**src/sv/srv6sf_ram.sv**
```systemverilog
module srv6sf_ram #(
  parameter int WIDTH = 64,
  parameter int DEPTH = 64,
  parameter int AW    = (DEPTH > 1) ? $clog2(DEPTH) : 1
) (
  input  logic             clk_i,
  input  logic             we_i,
  input  logic [AW-1:0]    waddr_i,
  input  logic [WIDTH-1:0] wdata_i,
  input  logic [AW-1:0]    raddr_i,
  output logic [WIDTH-1:0] rdata_o
);

  logic [WIDTH-1:0] mem_q [DEPTH];
  logic [WIDTH-1:0] rdata_q;

  always_ff @(posedge clk_i) begin
    if (we_i) begin
      mem_q[waddr_i] <= wdata_i;
    end
    rdata_q <= mem_q[raddr_i];
  end

  assign rdata_o = rdata_q;

endmodule

```
**config.mk**
```make
export PLATFORM = sky130hd
export DESIGN_NAME = srv6sf_ram
export DESIGN_NICKNAME = d
export VERILOG_FILES = /design/src/sv/srv6sf_ram.sv
export SDC_FILE = /design/constraint.sdc
export NUM_CORES = 2
export LEC_CHECK = 0
export BUFFER_PORTS_ARGS = -buffer_cell sky130_fd_sc_hd__buf_2
export CORE_UTILIZATION = 60
export CTS_CLUSTER_SIZE = 25
export DETAILED_ROUTE_END_ITERATION = 10
export PLACE_DENSITY = 0.76
export SYNTH_ARGS = -nofsm -noshare
export SYNTH_HDL_FRONTEND = slang
export SYNTH_SLANG_ARGS = --single-unit
```
**constraint.sdc**
```tcl
create_clock -name clk_i -period 7.9 [get_ports clk_i]
set_input_delay 0.79 -clock clk_i [delete_from_list [all_inputs] [get_ports clk_i]]
set_output_delay 0.79 -clock clk_i [all_outputs]
set_load 0.05 [all_outputs]
```
==> results.cfg <==
[placement]
io_buffers = 141
dpl.cell_count = 9946
place_hpwl_um = 214000
finalWeightedCongestion = 0.824

[sta]
setup_tns_ns = 0
tightestPinTransition_ns = 1.44
fin_skew_ns = 0.0660
maxSlewViolCount = 0
period_minus_slack_ns = 3.45
min_period_over_period_pct = 43.6
maxClockFrequency_mhz = 290
rsz0062_at_grt = false
setup_viol = 0
hold_viol = 0
slew-limit-headroom_pct = 4.30

[detailed_routing]
drt-total-wl_um = 421000
drc = 0
vias = 77300
drtIter0Drc = 12400
drt-vias-per-instance = 7.23
drt_first_pass_iters = 7
detail-route-antenna-nets = 0
routedWlPerCell_um = 39.4

[logic_synthesis]
yosys.area.top_type_share_pct = 78.7
synth-seq-cells = 4160
synth.area.top_cells = edfxtp_1, mux4_2, mux2i_1
syn_nets = 6676
synth_area_um2 = 156000
yosysWarnings = 0
yosysSeqAreaShare_pct = 79.5
synth.avg_cell_area_um2 = 23.7
synth_top_area_cell = edfxtp_1
postSynthCellCount = 6598
yosysUniqueCellTypes = 33

[power_and_ir_drop]
switching_share_pct = 21.2
pwr-share-comb_pct = 4.9
p_sw_w = 0.00967
clockPowerShare_pct = 41.1
seqPwrFrac_pct = 54.0
power_w = 0.0455
ir_drop_uv = 290
power_density_nw_per_um2 = 261
leakagePower_nw = 54.4
intPower_w = 0.0359

[floorplan]
start_util_pct = 60.3
die_w_um = 512
die_h_um = 512
design.core.area_um2 = 259000
std_cell_rows = 187
boundaryPins = 142
dieArea_um2 = 263000

[critical_path]
r2r-end = rdata_o[24]
cp_cell_sequence = buf_2 -> nor2b_1 -> nand3_1 -> nor2_4 -> buf_4
arrival_ns = 4.03
required_ns = 8.49
critPathKind = primary input to flop
cpMaxStageDelayCell = buf_4
r2r_slack_ns = 5.69
crit_start = waddr_i[1]
regToRegStartpoint = mem_q[51][24]
crit_fanout = 46
end_kind = flop
cp-endpoint = mem_q[11][2]
r2r_cells = 5
startpoint_type = primary input
critPathBufInv = 2
worst-path-stages = 5
slowest_delay_ns = 0.98
cp_top_family = simple AND/OR/NAND/NOR gates

[global_route]
grt_pass1_wl_um = 591000
grt_pass1_vias = 78300
grt_antenna_before_repair = 34
track_usage_pct = 32.4
grt_max_degree = 130
grt-ovfl-total = 0

[run_status]
status = finished clean

[final_layout]
final_nets = 7025
drive_gt1_share_pct = 27.7
finalNonFillerCells = 10700
area_delta_synth_final_pct = 11.6
final_common_cell = edfxtp_1
fin_util_pct = 67.3
layout_common_cells = edfxtp_1, mux4_2, clkbuf_16
fillCellCount = 15000

[clocking]
clock-sinks = 4160
cts_buffers = 401
cts_resized = 0
clockRootBuffer = clkbuf_16
post_cts_buffers = 0
clock_path_buffers = 4
clk_pin_slew_ns = 0.06
clk_latency_ns = 1.01
cts_tree = done
cts.htree.levels = 5
holdBufCountCts = 0

[hold_path]
min_path_type = primary input to flop
hold_path_depth = 1

[run]
maxCapViolations = 0
==> synth_stat cells, drive strengths merged <==
master	count
nand4	2
o22ai	83
nand2b	11
a31o	1
a2bb2oi	19
and3	64
a22o	88
or3b	1
clkbuf	140
a31oi	18
a211oi	63
and2	3
dfxtp	64
or2	28
nand4b	1
nand2	58
nand3b	2
buf	230
nor3	2
o221ai	38
a41oi	26
mux2i	135
mux4	1024
edfxtp	4096
nand3	45
a22oi	168
nor2	112
inv	19
nor2b	28
or3	29
==> routing by layer <==
| layer | part of all wire, % | up-vias | wire, um | global-route usage (%) |
|---|---|---|---|---|
| li1 | - | 29100 | - | - |
| met2 | 48 | 6546 | 200000 | 50.4 |
| met5 | 0.023 | - | 96 | 0 |
| met3 | 13 | 1143 | 54100 | 7.59 |
| met1 | 34 | 40400 | 142000 | 43.3 |
| met4 | 5.9 | 14 | 24900 | 17.1 |
==> power groups by stage <==
stage                     Clock [W]  Sequential (W)  Combinational (W)
after floorplan                   0          0.0251            0.00114
after global placement            0          0.0250            0.00215
after detailed placement          0          0.0250            0.00220
after CTS                    0.0188          0.0246            0.00223
after global routing         0.0196          0.0246            0.00233
final                        0.0187          0.0246            0.00225
==> registers in the layout, summed over array words and instances (netlist names) <==
| signal | flops |
|---|---|
| mem_q | 4096 |
| rdata_o | 64 |
==> layout make-up <==
class	count	area (um^2)	area share, %
Clock inverter	213	1930	1.11
Antenna cell	19	47.5	0.0272
Multi-Input combinational cell	2049	30800	17.6
Inverter	19	71.3	0.0409
Timing Repair Buffer	316	2420	1.39
Tap cell	3402	4260	2.44
Sequential cell	4160	124000	71.2
Clock buffer	506	10700	6.13
==> worst min-delay path by stage <==
stage                   from             to
4_1_cts          wdata_i[51]  mem_q[45][51]
3_3_place_gp   mem_q[44][10]    rdata_o[10]
5_1_grt          wdata_i[51]  mem_q[45][51]
6_report         wdata_i[51]  mem_q[45][51]
3_5_place_dp   mem_q[46][10]    rdata_o[10]
2_1_floorplan  mem_q[30][61]    rdata_o[61]
==> kinds of logic after synthesis <==
group,after synthesis,synth area share (%)
muxes,1159,15.6
buffers and inverters,389,1.18
AOI/OAI and AO/OA,504,2.48
DFF,4160,79.5
and+or+nand+nor,386,1.24
==> through the flow <==
step / setup WS, ns / area (um^2) / hold slack [ns]
3_3_place_gp: 3.68 / 162000 / 0.817
2_1_floorplan: 1.67 / 156000 / 0.788
3_5_place_dp: 3.57 / 162000 / 0.828
6_report: 4.45 / 174000 / 0.512
4_1_cts: 4.64 / 174000 / 0.453
5_1_grt: 4.39 / 174000 / 0.526
(Power assumes the default switching activity.)
